===== src/design/cffp_pkg.sv =====
// ----------------------------------------------------------------------------
// cffp_pkg: shared types and constants of the colon field frame parser
// Holds the phase encoding, result kinds, error codes, register indexes and
// the result record passed from the parse stage to the output buffer.
// ----------------------------------------------------------------------------
package cffp_pkg;

   // Buffer sizes of the surrounding system; they bound the accepted fields.
   localparam int NAME_BYTES = 128;   // range 2..128
   localparam int DATA_BYTES = 1024;  // range 1..1024

   localparam int CSR_INDEX_WIDTH = 4;
   localparam int CSR_DATA_WIDTH  = 10;
   localparam int RSP_DATA_WIDTH  = 48;

   localparam logic [CSR_INDEX_WIDTH-1:0] REG_SOURCE_LIMIT = 4'd0;
   localparam logic [CSR_INDEX_WIDTH-1:0] REG_DATA_LIMIT   = 4'd1;

   localparam logic [6:0] SOURCE_LIMIT_RESET = 7'd99;
   localparam logic [9:0] DATA_LIMIT_RESET   = 10'd1000;

   localparam logic [7:0]  SEPARATOR = 8'h3A;  // ':'
   localparam logic [19:0] TYPE_MAX  = 20'd65535;

   localparam logic [1:0] KIND_SOURCE = 2'd0;
   localparam logic [1:0] KIND_DATA   = 2'd1;
   localparam logic [1:0] KIND_HEADER = 2'd2;
   localparam logic [1:0] KIND_ERROR  = 2'd3;

   localparam logic [1:0] ERR_NON_DIGIT   = 2'd0;
   localparam logic [1:0] ERR_OVER_LIMIT  = 2'd1;
   localparam logic [1:0] ERR_SOURCE_LONG = 2'd2;

   typedef enum logic [4:0] {
      PH_IDLE   = 5'b00001,
      PH_TYPE   = 5'b00010,
      PH_SIZE   = 5'b00100,
      PH_SOURCE = 5'b01000,
      PH_DATA   = 5'b10000
   } cffp_phase_type;

   typedef struct packed {
      logic [1:0]  kind;
      logic [7:0]  byte_out;
      logic [15:0] msg_type;
      logic [9:0]  payload_size;
      logic [6:0]  source_length;
      logic [1:0]  error_code;
      logic        frame_last;
   } cffp_result_type;

endpackage


===== src/design/cffp_csr.sv =====
// ----------------------------------------------------------------------------
// cffp_csr: configuration registers
// Holds the source length limit and the payload size limit.
// ----------------------------------------------------------------------------
module cffp_csr
   import cffp_pkg::*;
(
   input  logic                       clock,
   input  logic                       reset,
   input  logic                       csr_valid,
   output logic                       csr_ready,
   input  logic [CSR_INDEX_WIDTH-1:0] csr_index,
   input  logic [CSR_DATA_WIDTH-1:0]  csr_data,
   output logic [6:0]                 source_limit,
   output logic [9:0]                 data_limit
);

   logic [6:0] source_limit_ff;
   logic [9:0] data_limit_ff;

   assign csr_ready = 1'b1;

   // Unknown indexes are dropped.
   always_ff @(posedge clock) begin
      if (reset) begin
         source_limit_ff <= SOURCE_LIMIT_RESET;
         data_limit_ff   <= DATA_LIMIT_RESET;
      end else if (csr_valid) begin
         if (csr_index == REG_SOURCE_LIMIT) begin
            source_limit_ff <= csr_data[6:0];
         end
         if (csr_index == REG_DATA_LIMIT) begin
            data_limit_ff <= csr_data[9:0];
         end
      end
   end

   assign source_limit = source_limit_ff;
   assign data_limit   = data_limit_ff;

endmodule


===== src/design/cffp_step.sv =====
// ----------------------------------------------------------------------------
// cffp_step: per-byte parse stage
// Holds the frame phase, decimal accumulators and counters, and works out
// the next state and the result, if any, for the byte being transferred.
// ----------------------------------------------------------------------------
module cffp_step
   import cffp_pkg::*;
(
   input  logic            clock,
   input  logic            reset,
   input  logic            in_fire,
   input  logic [7:0]      byte_in,
   input  logic            frame_start,
   input  logic [6:0]      source_limit,
   input  logic [9:0]      data_limit,
   output logic            res_valid,
   output cffp_result_type res
);

   cffp_phase_type phase_ff, phase_in, phase_e;
   logic [15:0] type_acc_ff, type_acc_in, type_acc_e;
   logic [9:0]  size_acc_ff, size_acc_in, size_acc_e;
   logic [6:0]  src_cnt_ff, src_cnt_in, src_cnt_e;
   logic [9:0]  data_cnt_ff, data_cnt_in, data_cnt_e;
   logic        drop_ff, drop_in, drop_e;

   logic        is_digit;
   logic [3:0]  digit_val;
   logic [19:0] type_next;
   logic [13:0] size_next;
   logic [10:0] size_lim;
   logic [6:0]  src_lim;
   logic [7:0]  src_cnt_inc;
   logic [9:0]  data_cnt_inc;
   logic        hit;

   assign is_digit  = (byte_in >= 8'h30) && (byte_in <= 8'h39);
   assign digit_val = byte_in[3:0];

   // Frame start wipes the frame state before the byte is parsed.
   assign phase_e    = frame_start ? PH_TYPE : phase_ff;
   assign type_acc_e = frame_start ? 16'd0 : type_acc_ff;
   assign size_acc_e = frame_start ? 10'd0 : size_acc_ff;
   assign src_cnt_e  = frame_start ? 7'd0  : src_cnt_ff;
   assign data_cnt_e = frame_start ? 10'd0 : data_cnt_ff;
   assign drop_e     = frame_start ? 1'b0  : drop_ff;

   // acc * 10 + digit as two shifts and an add
   assign type_next = ({4'd0, type_acc_e} << 3) + ({4'd0, type_acc_e} << 1)
                      + {16'd0, digit_val};
   assign size_next = ({4'd0, size_acc_e} << 3) + ({4'd0, size_acc_e} << 1)
                      + {10'd0, digit_val};

   assign size_lim = ({1'b0, data_limit} > 11'(DATA_BYTES)) ? 11'(DATA_BYTES)
                                                             : {1'b0, data_limit};
   assign src_lim  = (source_limit > 7'(NAME_BYTES - 1)) ? 7'(NAME_BYTES - 1)
                                                         : source_limit;
   assign src_cnt_inc  = {1'b0, src_cnt_e} + 8'd1;
   assign data_cnt_inc = data_cnt_e + 10'd1;

   always_comb begin
      phase_in    = phase_e;
      type_acc_in = type_acc_e;
      size_acc_in = size_acc_e;
      src_cnt_in  = src_cnt_e;
      data_cnt_in = data_cnt_e;
      drop_in     = drop_e;
      hit         = 1'b0;

      res.kind          = KIND_SOURCE;
      res.byte_out      = 8'd0;
      res.msg_type      = type_acc_e;
      res.payload_size  = size_acc_e;
      res.source_length = src_cnt_e;
      res.error_code    = ERR_NON_DIGIT;
      res.frame_last    = 1'b0;

      if (!drop_e) begin
         unique case (phase_e)
            PH_IDLE: begin
            end
            PH_TYPE: begin
               if (byte_in == SEPARATOR) begin
                  phase_in = PH_SIZE;
               end else if (!is_digit) begin
                  hit            = 1'b1;
                  res.kind       = KIND_ERROR;
                  res.error_code = ERR_NON_DIGIT;
                  res.frame_last = 1'b1;
               end else if (type_next > TYPE_MAX) begin
                  hit            = 1'b1;
                  res.kind       = KIND_ERROR;
                  res.error_code = ERR_OVER_LIMIT;
                  res.frame_last = 1'b1;
               end else begin
                  type_acc_in = type_next[15:0];
               end
            end
            PH_SIZE: begin
               if (byte_in == SEPARATOR) begin
                  phase_in = PH_SOURCE;
               end else if (!is_digit) begin
                  hit            = 1'b1;
                  res.kind       = KIND_ERROR;
                  res.error_code = ERR_NON_DIGIT;
                  res.frame_last = 1'b1;
               end else if (size_next > {3'd0, size_lim}) begin
                  hit            = 1'b1;
                  res.kind       = KIND_ERROR;
                  res.error_code = ERR_OVER_LIMIT;
                  res.frame_last = 1'b1;
               end else begin
                  size_acc_in = size_next[9:0];
               end
            end
            PH_SOURCE: begin
               hit = 1'b1;
               if (byte_in == SEPARATOR) begin
                  res.kind = KIND_HEADER;
                  if (size_acc_e == 10'd0) begin
                     phase_in       = PH_IDLE;
                     res.frame_last = 1'b1;
                  end else begin
                     phase_in    = PH_DATA;
                     data_cnt_in = 10'd0;
                  end
               end else if (src_cnt_inc > {1'b0, src_lim}) begin
                  res.kind       = KIND_ERROR;
                  res.error_code = ERR_SOURCE_LONG;
                  res.frame_last = 1'b1;
               end else begin
                  src_cnt_in        = src_cnt_inc[6:0];
                  res.byte_out      = byte_in;
                  res.source_length = src_cnt_inc[6:0];
               end
            end
            PH_DATA: begin
               hit          = 1'b1;
               data_cnt_in  = data_cnt_inc;
               res.kind     = KIND_DATA;
               res.byte_out = byte_in;
               if (data_cnt_inc >= size_acc_e) begin
                  phase_in       = PH_IDLE;
                  res.frame_last = 1'b1;
               end
            end
            default: begin
               phase_in = PH_IDLE;
            end
         endcase

         // Any error drops the rest of the frame.
         if (hit && (res.kind == KIND_ERROR)) begin
            phase_in = PH_IDLE;
            drop_in  = 1'b1;
         end
      end
   end

   assign res_valid = in_fire && hit;

   always_ff @(posedge clock) begin
      if (reset) begin
         phase_ff    <= PH_IDLE;
         type_acc_ff <= 16'd0;
         size_acc_ff <= 10'd0;
         src_cnt_ff  <= 7'd0;
         data_cnt_ff <= 10'd0;
         drop_ff     <= 1'b0;
      end else if (in_fire) begin
         phase_ff    <= phase_in;
         type_acc_ff <= type_acc_in;
         size_acc_ff <= size_acc_in;
         src_cnt_ff  <= src_cnt_in;
         data_cnt_ff <= data_cnt_in;
         drop_ff     <= drop_in;
      end
   end

endmodule


===== src/design/cffp_out_buf.sv =====
// ----------------------------------------------------------------------------
// cffp_out_buf: result register with skid stage
// Presents results on the output channel and absorbs one extra result so
// the input side keeps taking bytes while a result waits.
// ----------------------------------------------------------------------------
module cffp_out_buf
   import cffp_pkg::*;
(
   input  logic            clock,
   input  logic            reset,
   input  logic            push,
   input  cffp_result_type push_data,
   output logic            in_ready,
   output logic            out_valid,
   input  logic            out_ready,
   output cffp_result_type out_data
);

   logic            main_valid_ff;
   logic            skid_valid_ff;
   cffp_result_type main_ff;
   cffp_result_type skid_ff;
   logic            pop;

   assign pop      = main_valid_ff && out_ready;
   assign in_ready = !skid_valid_ff;

   always_ff @(posedge clock) begin
      if (reset) begin
         main_valid_ff <= 1'b0;
         skid_valid_ff <= 1'b0;
      end else if (skid_valid_ff) begin
         // no push can arrive while the skid stage is full
         if (pop) begin
            main_valid_ff <= 1'b1;
            skid_valid_ff <= 1'b0;
         end
      end else if (push) begin
         if (!main_valid_ff || pop) begin
            main_valid_ff <= 1'b1;
         end else begin
            skid_valid_ff <= 1'b1;
         end
      end else if (pop) begin
         main_valid_ff <= 1'b0;
      end
   end

   always_ff @(posedge clock) begin
      if (skid_valid_ff) begin
         if (pop) begin
            main_ff <= skid_ff;
         end
      end else if (push) begin
         if (!main_valid_ff || pop) begin
            main_ff <= push_data;
         end else begin
            skid_ff <= push_data;
         end
      end
   end

   assign out_valid = main_valid_ff;
   assign out_data  = main_ff;

endmodule


===== src/design/colon_field_frame_parser_top.sv =====
// ----------------------------------------------------------------------------
// colon_field_frame_parser_top: chat frame body parser
// Parses "type:size:source:payload" frame bodies one byte per transfer.
// ----------------------------------------------------------------------------
// Each body byte is parsed in the cycle it is transferred and the block takes
// one byte per clock; the result, if any, appears on the rsp channel from a
// result register backed by a one-entry skid stage, so a stalled rsp side
// blocks req only once two results are waiting. Decimal type and size fields
// are converted to binary, source and payload bytes are passed through as
// kind 0 and 1, a header result (kind 2) closes the source field, and
// rsp_tlast marks the final result of a frame. A malformed field gives one
// error result (kind 3) and the rest of the frame is discarded until a byte
// with frame_start set. Limits are set through the csr channel:
// index 0 source length limit, index 1 payload size limit.
module colon_field_frame_parser_top
   import cffp_pkg::*;
(
   input  logic                       clock,
   input  logic                       reset,
   input  logic                       req_tvalid,
   output logic                       req_tready,
   input  logic [7:0]                 req_tdata,   // [7:0] byte_in
   input  logic                       req_tuser,   // [0] frame_start
   output logic                       rsp_tvalid,
   input  logic                       rsp_tready,
   // [7:0] byte_out, [23:8] msg_type, [33:24] payload_size,
   // [40:34] source_length, [42:41] error_code, [47:43] zero
   output logic [RSP_DATA_WIDTH-1:0]  rsp_tdata,
   output logic [1:0]                 rsp_tuser,   // [1:0] kind
   output logic                       rsp_tlast,   // frame_last
   input  logic                       csr_valid,
   output logic                       csr_ready,
   input  logic [CSR_INDEX_WIDTH-1:0] csr_index,
   input  logic [CSR_DATA_WIDTH-1:0]  csr_data
);

   logic [6:0]      source_limit;
   logic [9:0]      data_limit;
   logic            in_fire;
   logic            res_valid;
   cffp_result_type res;
   cffp_result_type rsp;

   assign in_fire = req_tvalid && req_tready;

   cffp_csr u_csr (
      .clock        (clock),
      .reset        (reset),
      .csr_valid    (csr_valid),
      .csr_ready    (csr_ready),
      .csr_index    (csr_index),
      .csr_data     (csr_data),
      .source_limit (source_limit),
      .data_limit   (data_limit)
   );

   cffp_step u_step (
      .clock        (clock),
      .reset        (reset),
      .in_fire      (in_fire),
      .byte_in      (req_tdata),
      .frame_start  (req_tuser),
      .source_limit (source_limit),
      .data_limit   (data_limit),
      .res_valid    (res_valid),
      .res          (res)
   );

   cffp_out_buf u_out_buf (
      .clock     (clock),
      .reset     (reset),
      .push      (res_valid),
      .push_data (res),
      .in_ready  (req_tready),
      .out_valid (rsp_tvalid),
      .out_ready (rsp_tready),
      .out_data  (rsp)
   );

   assign rsp_tdata = {5'd0, rsp.error_code, rsp.source_length, rsp.payload_size,
                       rsp.msg_type, rsp.byte_out};
   assign rsp_tuser = rsp.kind;
   assign rsp_tlast = rsp.frame_last;

endmodule

===== config.mk =====
export PLATFORM = sky130hd
export DESIGN_NAME = colon_field_frame_parser_top
export DESIGN_NICKNAME = d
export VERILOG_FILES = /design/src/design/cffp_pkg.sv /design/src/design/cffp_csr.sv /design/src/design/cffp_step.sv /design/src/design/cffp_out_buf.sv /design/src/design/colon_field_frame_parser_top.sv
export SDC_FILE = /design/constraint.sdc
export NUM_CORES = 1
export LEC_CHECK = 0
export BUFFER_PORTS_ARGS = -buffer_cell sky130_fd_sc_hd__buf_2
export CORE_MARGIN = 1.5
export CORE_UTILIZATION = 37
export CTS_CLUSTER_DIAMETER = 150
export DETAILED_ROUTE_END_ITERATION = 12
export SLEW_MARGIN = 0
export SYNTH_ARGS = -nofsm -noshare
export SYNTH_HDL_FRONTEND = slang
export SYNTH_SLANG_ARGS = --single-unit

===== constraint.sdc =====
create_clock -name clock -period 11.65 [get_ports clock]
set_clock_uncertainty 0.05 [all_clocks]
set_input_delay 2.33 -clock clock [delete_from_list [all_inputs] [get_ports clock]]
set_output_delay 2.33 -clock clock [all_outputs]
set_load 0.02 [all_outputs]

[After elaboration in Yosys (flattened, before gate mapping)]
Cells that the tools add are included.
Word-level totals
  bits in registers: 160
  latch bits: 0
  memory bits (writable): 0
  memory bits (read-only): 0
  output and inout bits: 54
  memories kept: 0
Operators by class
  add/sub/neg operators: 6
  multipliers: 0
  div/mod/pow operators: 0
  magnitude comparators: 8
  equality and inequality tests: 10
  shifts and indexed selects: 0
  mux-type cells: 87
  bitwise logic cells: 2
  reduce and logical (&&, ||, !) cells: 19
Operators with widths (number)
  46-bit two-way mux: 4
  10-bit two-way mux: 12
  16-bit two-way mux: 6
  7-bit two-way mux: 7
  5-bit two-way mux: 8
  5-bit one-hot mux with 5 select lines: 1
  1-bit two-way mux: 23
  2-bit two-way mux: 11
  19-bit by 17-bit adder with 20-bit output: 1
  20-bit by 4-bit adder with 20-bit output: 1
  20-bit by 16-bit greater-than comparator with 1-bit output, second input constant: 1
  10-bit one-hot mux with 2 select lines: 1
  8-bit two-way mux: 2
  8-bit one-hot mux with 2 select lines: 1
  3-bit two-way mux: 5
  13-bit by 11-bit adder with 14-bit output: 1
  14-bit by 4-bit adder with 14-bit output: 1
  14-bit by 11-bit greater-than comparator with 1-bit output: 1
  10-bit by 11-bit greater-than comparator with 1-bit output, second input constant: 1
  11-bit two-way mux: 1
  10-bit by 1-bit adder with 10-bit output, second input constant: 1
  10-bit >= comparator: 1
  10-bit zero test: 1
  9-bit two-way mux: 1
  28 further kinds: 39

[Longest topological paths before layout]
Gate-level depths: netlist of run 1.
  depth after elaboration: 13
  mapped depth: 22
  mapped depth without buffers: 20

[Hierarchy]
From an unflattened synthesis of run 1, not the netlist that was laid out.
Unflattened totals
  cell total of the unflattened synthesis: 871
  area total of the unflattened synthesis: 9492.9 um2
Modules (own cells, without submodules)
  cffp_step: times used 1, cells an instance 635, area an instance 5034.8 um2
  cffp_out_buf: times used 1, cells an instance 157, area an instance 3683.5 um2
  cffp_csr: times used 1, cells an instance 72, area an instance 726.9 um2
  colon_field_frame_parser_top: times used 1, cells an instance 7, area an instance 47.5 um2

[Worst setup path before layout of run 1]
No wires, ideal clock.
  kind: in2reg
  start point: input req_tuser
  end point: register u_out_buf.skid_ff[0] in the netlist's numbering (enable)
  setup time: 517 ps
  arrival time: 9343 ps
  path slack: 1741 ps
  stages: 19
  buffers on the path: 2
  cells stage by stage: clkbuf_1 inv_1 clkbuf_1 nand2_1 fa_1 inv_1 ha_1 a211oi_1 o21ai_0 nand2_1 xnor2_1 ha_1 nand4_1 a211o_1 a21oi_1 a211oi_1 a21oi_1 o31ai_2 nor3b_1
On the way
  longest elaborated chain between the ends: 12
  elaborated cells on any way between the ends: 26
  classes of those cells: 4 x add/sub; 2 x order compare; 4 x eq/ne; 13 x mux; 3 x reduce/logical
RTL lines
  start: declaration: line colon_field_frame_parser_top.sv:23  | input logic req_tuser,
  16-bit two-way mux / 10-bit two-way mux (equally long branches): line cffp_step.sv:42, cffp_step.sv:43
  19-bit by 17-bit adder with 20-bit output / 13-bit by 11-bit adder with 14-bit output (equally long branches): line cffp_step.sv:49, cffp_step.sv:51
  20-bit by 4-bit adder with 20-bit output / 14-bit by 4-bit adder with 14-bit output (equally long branches): line cffp_step.sv:50, cffp_step.sv:52
  20-bit by 16-bit greater-than comparator with 1-bit output / 14-bit by 11-bit greater-than comparator with 1-bit output (equally long branches): line cffp_step.sv:90, cffp_step.sv:107
  1-bit two-way mux (on tied branches): line cffp_step.sv:90, cffp_step.sv:107
  1-bit two-way mux (on tied branches): line cffp_step.sv:85, cffp_step.sv:102
  1-bit two-way mux (on tied branches): line cffp_step.sv:83, cffp_step.sv:100
  1-bit one-hot mux with 3 select lines: line cffp_step.sv:79  | unique case (phase_e)
  1-bit two-way mux: line cffp_step.sv:78  | if (!drop_e) begin
  1-bit two-way mux (*): line cffp_step.sv:78
  1-bit logical AND (*): line cffp_step.sv:160  | assign res_valid = in_fire && hit;
  3-bit AND reduction (no line) (*)
  end signal: assignment: line cffp_out_buf.sv:58  | skid_ff <= push_data;
  end: declaration: line cffp_out_buf.sv:22  | cffp_result_type skid_ff;
Every way passes the cells marked *; elsewhere a longest branch is shown, timed or not. The select of a mux whose other input is x is not followed.
A chain may end at the register's enable or synchronous reset.

[Worst setup path in the final report of run 1]
  start point: input req_tuser
  end point: register u_out_buf.main_ff (netlist bit u_out_buf.out_data[3]) (enable)
On the way
  longest elaborated chain between the ends: 13
  elaborated cells on any way between the ends: 27
  classes of those cells: 4 x add/sub; 2 x order compare; 4 x eq/ne; 13 x mux; 4 x reduce/logical
RTL lines
  16-bit two-way mux / 10-bit two-way mux (equally long branches): line cffp_step.sv:42, cffp_step.sv:43
  19-bit by 17-bit adder with 20-bit output / 13-bit by 11-bit adder with 14-bit output (equally long branches): line cffp_step.sv:49, cffp_step.sv:51
  20-bit by 4-bit adder with 20-bit output / 14-bit by 4-bit adder with 14-bit output (equally long branches): line cffp_step.sv:50, cffp_step.sv:52
  20-bit by 16-bit greater-than comparator with 1-bit output / 14-bit by 11-bit greater-than comparator with 1-bit output (equally long branches): line cffp_step.sv:90, cffp_step.sv:107
  1-bit two-way mux (on tied branches): line cffp_step.sv:90, cffp_step.sv:107
  1-bit two-way mux (on tied branches): line cffp_step.sv:85, cffp_step.sv:102
  1-bit two-way mux (on tied branches): line cffp_step.sv:83, cffp_step.sv:100
  1-bit one-hot mux with 3 select lines: line cffp_step.sv:79
  1-bit two-way mux: line cffp_step.sv:78
  1-bit two-way mux (*): line cffp_step.sv:78
  1-bit logical AND (*): line cffp_step.sv:160
  2-bit nonzero test (no line) (*)
  3-bit AND reduction (no line) (*)
  end signal: assignment: line cffp_out_buf.sv:52  | main_ff <= skid_ff;
  end signal: assignment: line cffp_out_buf.sv:56  | main_ff <= push_data;
  end: declaration: line cffp_out_buf.sv:21  | cffp_result_type main_ff;
Marks and branches as above.

==> flow_summary_export.csv, run 1 <==
group,metric,value,unit
synth,syn_inst,924,
synth,synth-edff-count,92,
cts,clockBufferDepth,2,
cts,cts.clk_slew.worst_paths,0.06,ns
setup_path,cp-start-kind,"input pin",
synth,ys_top_cells_by_area,"edfxtp_1 30%, dfxtp_1 15%, ha_1 11%",
cts,clock_latency,0.42,ns
global_routing,grt_overflow,0,
die,start_util,0.379,
cts,hold_buffers,0,
place,port-buffer-count,75,
synth,synthSimpleGateAreaFrac,0.157,
place,gp_congestion,0.858,
route,drt-wirelength-per-cell,16.7,um
synth,synth_area,9310,um2
synth,synth_top_area_frac,0.297,
synth,yosys.area_share.adder,0.113,
hold_path,hp-class,"register to register",
synth,yosysMostFrequentCell,"edfxtp_1",
synth,synth_xor_area_frac,0.0348,
die,dieHeight,162,um
sta,final_max_slew_viol_count,0,
cts,post_cts_buffers,0,
global_routing,track_usage,0.174,
route,dr.pass1.iters,5,
route,ant_nets,0,
setup_path,crit_arrival,7.78,ns
setup_path,critical_path_class,"input pin to register",
global_routing,antenna_found_initial,1,
synth,synth_compound_gate_area_share,0.157,
synth,synth_largest_area_cell,"edfxtp_1",
sta,worstMarginPinSlew,0.844,ns
outcome,status,"complete, no violations",
route,routed_wl,22.2,mm
cells_and_area,fillers,2399,
cells_and_area,drive_gt1_frac,0.163,
die,io_pins,82,
sta,setup_viol,0,
cells_and_area,final_util,0.431,
global_routing,grt_pass1_vias,6644,
sta,holdWs,0.422,ns
cts,cts_tree,"built",
place,post_dp_cell_area,10000,um2
place,dp_hpwl,16.0,mm
cts,cts_buffers,17,
route,drt-initial-drc-count,556,
route,vias,7122,
sta,hold_violations,0,
sta,finalSetupTns,0,ns
power,ir_worst_vdd,63.9,uV
synth,synth-seq-area-share,0.443,
route,vias_per_cell,5.36,
die,die_w,162,um
sta,rsz0062_at_grt,"false",
setup_path,worst-path-max-fanout,61,
cts,cts_sinks,160,
cells_and_area,final_nets,1101,
route,drc,0,
sta,fmax,129,MHz
die,coreArea,24500,um2
synth,synth_cell_types,75,
setup_path,crit_path_end_kind,"register",
cts,cts_resized,0,
global_routing,grt_start_max_net_pins,62,
die,die-area,26100,um2
cts,cts_root_buf,"clkbuf_16",
cells_and_area,final_area,10600,um2
sta,period_share,0.667,
sta,period_minus_slack,7.77,ns
synth,syn_avg_cell_area,10.1,um2
synth,ys.flop_type,"edfxtp_1",
sta,slew_headroom,0.435,
synth,synthTopCellsByCount,"92 x edfxtp_1, 79 x ha_1, 75 x nand2_1, 70 x nor2_1, 68 x dfxtp_1",
setup_path,worst-endpoint-required,11.66,ns
synth,ys_seq_elements,160,
power,p_per_area,116,nW/um2
power,leakagePower,4.48,nW
flow_run,cap_violations,0,
synth,muxShareOfSynthArea,0.0547,
global_routing,grt_pass1_wl,35.6,mm
synth,synth_top_family_by_area,"compound AO/OA/AOI/OAI gates",
cts,ctsHtreeMaxLevel,4,
synth,async_flop_share,0,
cells_and_area,syn_to_final_growth,13.5,%
die,rows,57,
synth,yosysWarnings,0,
## per-layer routing
metal / global-route usage / vias to the layer above / wire (um)
li1: - / 3535 / -
met1: 0.251 / 3400 / 11000
met2: 0.263 / 164 / 9750
met3: 0.0331 / 23 / 1050
met4: 0.0496 / 0 / 342
met5: 0 / - / 0
## final cells by class
| type | instances | area, um2 | area share |
|---|---|---|---|
| Inverter | 45 | 169 | 0.0160 |
| Sequential cell | 160 | 4120 | 0.390 |
| Timing Repair Buffer | 86 | 458 | 0.0433 |
| Tap cell | 324 | 405 | 0.0384 |
| Multi-Input combinational cell | 681 | 4840 | 0.458 |
| Antenna cell | 1 | 2.50 | 0.000237 |
| Clock buffer | 19 | 433 | 0.0410 |
| Clock inverter | 13 | 135 | 0.0128 |
## sequential cells by signal (all words and copies together) (netlist names), 5 cells and up
signal,cells
u_step.src_cnt_ff,7
u_step.size_acc_ff,10
u_csr.source_limit,7
u_csr.data_limit,10
u_out_buf.skid_ff,46
u_step.phase_ff,5
u_out_buf.out_data,46
u_step.type_acc_ff,16
u_step.data_cnt_ff,10
## placed cells by master, fill, tap and decap left out, types with 6 or more instances in the layout
cell and instances:
nor4_1 8, a22oi_1 17, nand4_1 11, mux2_2 31
a31oi_1 7, nor3_1 20, ha_1 79, dfxtp_1 68
clkbuf_16 17, and2_1 14, mux2i_1 16, o211ai_1 11
a21oi_1 56, a32o_1 8, nand2_1 75, nor2_1 70
nand2b_1 14, conb_1 6, edfxtp_1 92, a21o_1 9
o21a_1 7, buf_2 75, o21ai_0 43, xor2_1 16
o31ai_1 10, buf_4 11, inv_1 42, nor2b_1 32
a211oi_1 9, xnor2_1 21, nand3_1 18
## final timing paths
kind / slack (ns) / end / cells after the start / start
min reg2reg: 0.42 / u_step.size_acc_ff[8] / 2 / u_step.size_acc_ff[8]
min: 0.42 / u_step.size_acc_ff[8] / 2 / u_step.size_acc_ff[8]
max reg2reg: 6.52 / u_out_buf.out_data[3] / 17 / u_step.size_acc_ff[0]
max: 3.88 / u_out_buf.out_data[3] / 20 / req_tuser
## stage by stage
step                      power, mW  worst slack (ns)  instances
after floorplan               0.670              1.74        928
after global placement        0.696              3.63       1296
after detailed placement      0.697              3.49       1296
after CTS                      1.24              3.89       1328
after global routing           1.27              3.45       1329
final                          1.23              3.88       1329
## power by group
part / switching (mW) / internal (mW) / leakage [nW] / total [mW]
clock network: 0.231 / 0.316 / 0.269 / 0.546
logic: 0.0541 / 0.0220 / 2.77 / 0.0761
registers: 0.00348 / 0.605 / 1.44 / 0.608
total: 0.288 / 0.943 / 4.48 / 1.23
## cell families after synthesis
family	count (synthesis)
buf+inv	87
simple gates	289
fa+ha+maj	82
compound gates	220
mux	47
flops	160
other cells	2
xor+xnor	37
## worst max-delay path: stages
cell and delay [ns]:
buf_2 0.08, buf_4 0.51, inv_1 0.47, nand2_1 0.27, fa_1 0.49, fa_1 0.47
nor2b_1 0.17, o31ai_1 0.12, nand2b_1 0.10, a21oi_1 0.09, xnor2_1 0.17, ha_1 0.31
nand4_1 0.12, a211o_1 0.25, a21oi_1 0.24, a211oi_1 0.13, a21oi_1 0.49, o31ai_2 0.19
a22oi_2 0.17, buf_4 0.54
No activity file was read; power rests on OpenSTA's default activity.
==> run 2: changes to the inputs <==
clock period = 7 ns   (was 11.65 ns; I/O delays follow)
==> flow_summary_export.csv, run 2 (synthesis gave the netlist of run 1 again) <==
group,metric,value,unit
global_routing,grt_pass1_wl,38.0,mm
cts,cts_sinks,160,
global_routing,antenna_found_initial,1,
cells_and_area,layout_commonest_cell,"edfxtp_1",
cells_and_area,final_nets,1103,
setup_path,critical_path_class,"input pin to register",
sta,setup_viol,0,
sta,hold_violations,0,
place,port-buffer-count,75,
place,post_dp_cell_area,10000,um2
sta,final_max_slew_viol_count,0,
cells_and_area,syn_to_final_growth,14.1,%
cts,ctsHtreeMaxLevel,4,
outcome,status,"complete, no violations",
route,ant_nets,0,
power,ir_worst_vdd,123,uV
sta,slew_headroom,0.279,
setup_path,crit_arrival,6.24,ns
setup_path,reg2reg_to,"u_out_buf.out_data[32]",
hold_path,hold_end,"u_csr.data_limit[6]",
cells_and_area,fin_cells,1331,
setup_path,worst-endpoint-required,7.07,ns
die,coreArea,24500,um2
cells_and_area,final_cell_mix,"92 x edfxtp_1, 79 x ha_1, 75 x nand2_1, 75 x buf_2, 70 x nor2_1",
cts,clock_latency,0.43,ns
cells_and_area,final_area,10600,um2
place,dp_hpwl,17.0,mm
power,p_per_area,194,nW/um2
cts,post_cts_buffers,0,
global_routing,grt_pass1_vias,6944,
die,dieHeight,162,um
hold_path,hp-class,"register to register",
cells_and_area,drive_gt1_frac,0.168,
cells_and_area,final_util,0.433,
die,rows,57,
global_routing,grt_overflow,0,
sta,rsz0062_at_grt,"false",
setup_path,reg2reg_depth,22,
route,drc,0,
power,leakagePower,4.52,nW
flow_run,cap_violations,0,
route,routed_wl,23.5,mm
sta,finalSetupTns,0,ns
sta,period_minus_slack,6.17,ns
sta,fmax,162,MHz
cts,cts_buffers,17,
route,drt-wirelength-per-cell,17.6,um
hold_path,hp-start,"u_csr.data_limit[6]",
global_routing,track_usage,0.186,
sta,period_share,0.882,
die,die-area,26100,um2
setup_path,crit_path_end_kind,"register",
cts,cts_resized,0,
setup_path,worst-path-max-fanout,42,
setup_path,reg2reg_slack,2.04,ns
place,place_inst,1298,
cts,cts_tree,"built",
place,gp_congestion,0.901,
die,start_util,0.379,
sta,worstMarginPinSlew,1.07,ns
cts,clockBufferDepth,2,
global_routing,grt_start_max_net_pins,43,
hold_path,whs_path_depth,2,
cts,hold_buffers,0,
setup_path,r2r-start,"u_step.size_acc_ff[1]",
route,dr.pass1.iters,5,
route,vias_per_cell,5.42,
die,die_w,162,um
die,io_pins,82,
cts,cts_root_buf,"clkbuf_16",
setup_path,cp-start-kind,"input pin",
cts,cts.clk_slew.worst_paths,0.07,ns
route,vias,7220,
route,drt-initial-drc-count,645,
[run 2: cell types whose count changed in the layout (fill, tap and decap cells not counted), sizes merged]
cell,before,now
clkbuf,19,23
buf,86,88
bufinv,2,0
clkinvlp,3,1
[run 2: per-stage QoR]
step / power [mW] / worst slack, ns / hold slack (ns)
global placement: 1.16 / 0.658 / 0.400
finish: 2.06 / 0.829 / 0.422
floorplan: 1.12 / 0.169 / 0.382
global route: 2.13 / 0.450 / 0.442
detailed placement: 1.16 / 0.489 / 0.410
CTS: 2.08 / 0.886 / 0.419
[run 2: worst max path at each step]
stage	start	endpoint	cells past startpoint
finish	req_tuser	u_out_buf.out_data[32]	21
CTS	req_tuser	u_out_buf.out_data[28]	21
floorplan	req_tuser	u_out_buf.out_data[0]	19
global placement	req_tuser	u_out_buf.out_data[32]	21
global route	req_tuser	u_out_buf.out_data[28]	21
detailed placement	req_tuser	u_out_buf.out_data[32]	21
[run 2: cell type report]
cell class	count	area, um2
sequential	160	4120
fill	2380	13900
antenna	1	2.50
tap	324	405
timing repair buffer	88	485
clock buffer	23	520
multi-input combinational	681	4850
inverter	45	169
clock inverter	9	68.8
[run 2: metal layers]
| metal | part of all wire | GRT usage | vias to the layer above |
|---|---|---|---|
| met5 | 0 | 0 | - |
| met1 | 0.50 | 0.267 | 3411 |
| met4 | 0.017 | 0.0550 | 0 |
| met2 | 0.42 | 0.278 | 246 |
| met3 | 0.063 | 0.0429 | 26 |
| li1 | - | - | 3537 |
[run 2: power breakdown]
group	internal, mW	switching [mW]	total, mW
logic	0.0381	0.0936	0.132
registers	1.01	0.00625	1.01
clock network	0.528	0.391	0.920
[run 2: critical path, cell delays in order]
cell and delay, ns:
buf_2 0.23, inv_1 0.31, nand2_1 0.20, fa_1 0.57, inv_1 0.07, ha_1 0.31, a211oi_1 0.29, o21bai_1 0.12
a21oi_1 0.18, xnor2_1 0.15, ha_1 0.27, a21oi_1 0.17, nor2_1 0.07, a211oi_1 0.18, a21oi_1 0.13, a211oi_1 0.33
a21oi_1 0.12, buf_4 0.17, o31ai_2 0.46, a22oi_2 0.12, buf_4 0.35
==> run 3: changes to the inputs <==
CORE_MARGIN = 8   (was 1.5)
SKIP_CTS_REPAIR_TIMING = 1   (was not set)
==> flow_summary_export.csv, run 3 (synthesis gave the netlist of run 1 again) <==
group,metric,value,unit
outcome,status,"complete, no violations",
cells_and_area,final_nets,1104,
cells_and_area,syn_to_final_growth,14.1,%
die,start_util,0.373,
cells_and_area,drive_gt1_frac,0.168,
die,die_w,175,um
place,dp_hpwl,17.3,mm
setup_path,critical_path_class,"input pin to register",
sta,period_minus_slack,6.06,ns
sta,worstMarginPinSlew,1.07,ns
cells_and_area,seq_area,4120,um2
global_routing,grt_pass1_wl,38.0,mm
place,port-buffer-count,75,
die,rows,58,
setup_path,worst-path-max-fanout,38,
sta,period_share,0.865,
cts,cts.clk_slew.worst_paths,0.06,ns
cts,cts_buffers,17,
route,drt-wirelength-per-cell,17.6,um
global_routing,grt_pass1_vias,6879,
route,drc,0,
hold_path,hp-class,"register to register",
route,vias,7193,
power,leakagePower,4.51,nW
sta,finalSetupTns,0,ns
die,die-area,30500,um2
cts,clockBufferDepth,2,
setup_path,crit_arrival,6.07,ns
cells_and_area,multi_input_area,4850,um2
die,coreArea,25000,um2
die,io_pins,82,
flow_run,cap_violations,0,
cts,clock_latency,0.43,ns
route,vias_per_cell,5.38,
global_routing,grt_start_max_net_pins,43,
global_routing,grt_overflow,0,
setup_path,crit_path_end_kind,"register",
setup_path,cp-start-kind,"input pin",
cells_and_area,layout_commonest_cell,"edfxtp_1",
route,dr.pass1.iters,5,
global_routing,track_usage,0.155,
cts,ctsHtreeMaxLevel,4,
sta,hold_violations,0,
global_routing,antenna_found_initial,1,
sta,slew_headroom,0.284,
place,gp_congestion,0.918,
sta,rsz0062_at_grt,"false",
setup_path,critPathMaxStageDelay,0.46,ns
setup_path,critPathSlowestCell,"buf_4",
sta,fmax,165,MHz
cts,cts_tree,"built",
cts,cts_root_buf,"clkbuf_16",
sta,holdWs,0.424,ns
die,dieHeight,175,um
cells_and_area,fillers,2427,
sta,setup_viol,0,
power,ir_worst_vdd,149,uV
route,drt-initial-drc-count,472,
route,ant_nets,0,
setup_path,worst-endpoint-required,7.01,ns
setup_path,cp_cell_sequence,"buf_2, nand2b_1, inv_1, ha_1, ha_1, inv_1, fa_1, nor2b_1, o31ai_1, nand2b_1, a21oi_1, xnor2_1, ha_1, nand4_1, a211o_1, a21oi_1, a211oi_1, a21oi_1, o31ai_2, a22oi_2, buf_4",
route,routed_wl,23.5,mm
power,p_per_area,197,nW/um2
cells_and_area,final_cell_mix,"92 x edfxtp_1, 79 x ha_1, 75 x nand2_1, 75 x buf_2, 70 x nor2_1",
cells_and_area,n_antenna_cell,0,
cts,cts_sinks,160,
sta,final_max_slew_viol_count,0,
run 3: path summary, 6_finish.rpt:
kind                               from                      to  slack (ns)  cells after the start
setup reg to reg  u_step.size_acc_ff[2]  u_out_buf.out_data[31]        1.94                     18
setup / recovery              req_tuser  u_out_buf.out_data[31]        0.94                     21
hold / removal    u_step.size_acc_ff[8]   u_step.size_acc_ff[8]        0.42                      2
hold reg to reg   u_step.size_acc_ff[8]   u_step.size_acc_ff[8]        0.42                      2
run 3: power breakdown:
group | switching, mW | total [mW] | internal, mW | leakage [nW]
Clock | 0.404 | 0.945 | 0.541 | 0.286
Sequential | 0.00590 | 1.01 | 1.01 | 1.44
Combinational | 0.0930 | 0.131 | 0.0383 | 2.79
run 3: final cells by class:
class	count	share of cell area
well taps	330	0.0389
clock buffers	18	0.0413
clock inverters	14	0.0145
flip-flops and latches	160	0.388
repair buffers	89	0.0452
inverters	45	0.0159
multi-input cells	681	0.456
run 3: critical path: cells and delay by family:
family,cells,cell delay (ns)
AO/OA/AOI/OAI,8,2.01
AND/OR/NAND/NOR,4,0.53
adder cells (fa/ha/maj),4,1.01
XOR/XNOR,1,0.11
buffers and inverters,4,0.96
run 3: per-layer routing:
layer,global-route usage,up-vias,part of all wire
met3,0.0339,31,0.060
met1,0.218,3431,0.49
li1,-,3542,-
met5,0,-,0.00051
met4,0.0509,2,0.020
met2,0.232,187,0.43
run 3: through the flow:
| step | area (um2) | worst slack (ns) | std cells | util | power, mW |
|---|---|---|---|---|---|
| 3_3_place_gp | 10000 | 0.645 | 1305 | 0.402 | 1.16 |
| 6_report | 10600 | 0.943 | 1337 | 0.426 | 2.09 |
| 2_1_floorplan | 9340 | 0.169 | 928 | - | 1.12 |
| 4_1_cts | 10600 | 0.940 | 1337 | 0.426 | 2.11 |
| 3_5_place_dp | 10000 | 0.484 | 1305 | 0.402 | 1.17 |
| 5_1_grt | 10600 | 0.512 | 1337 | 0.426 | 2.16 |
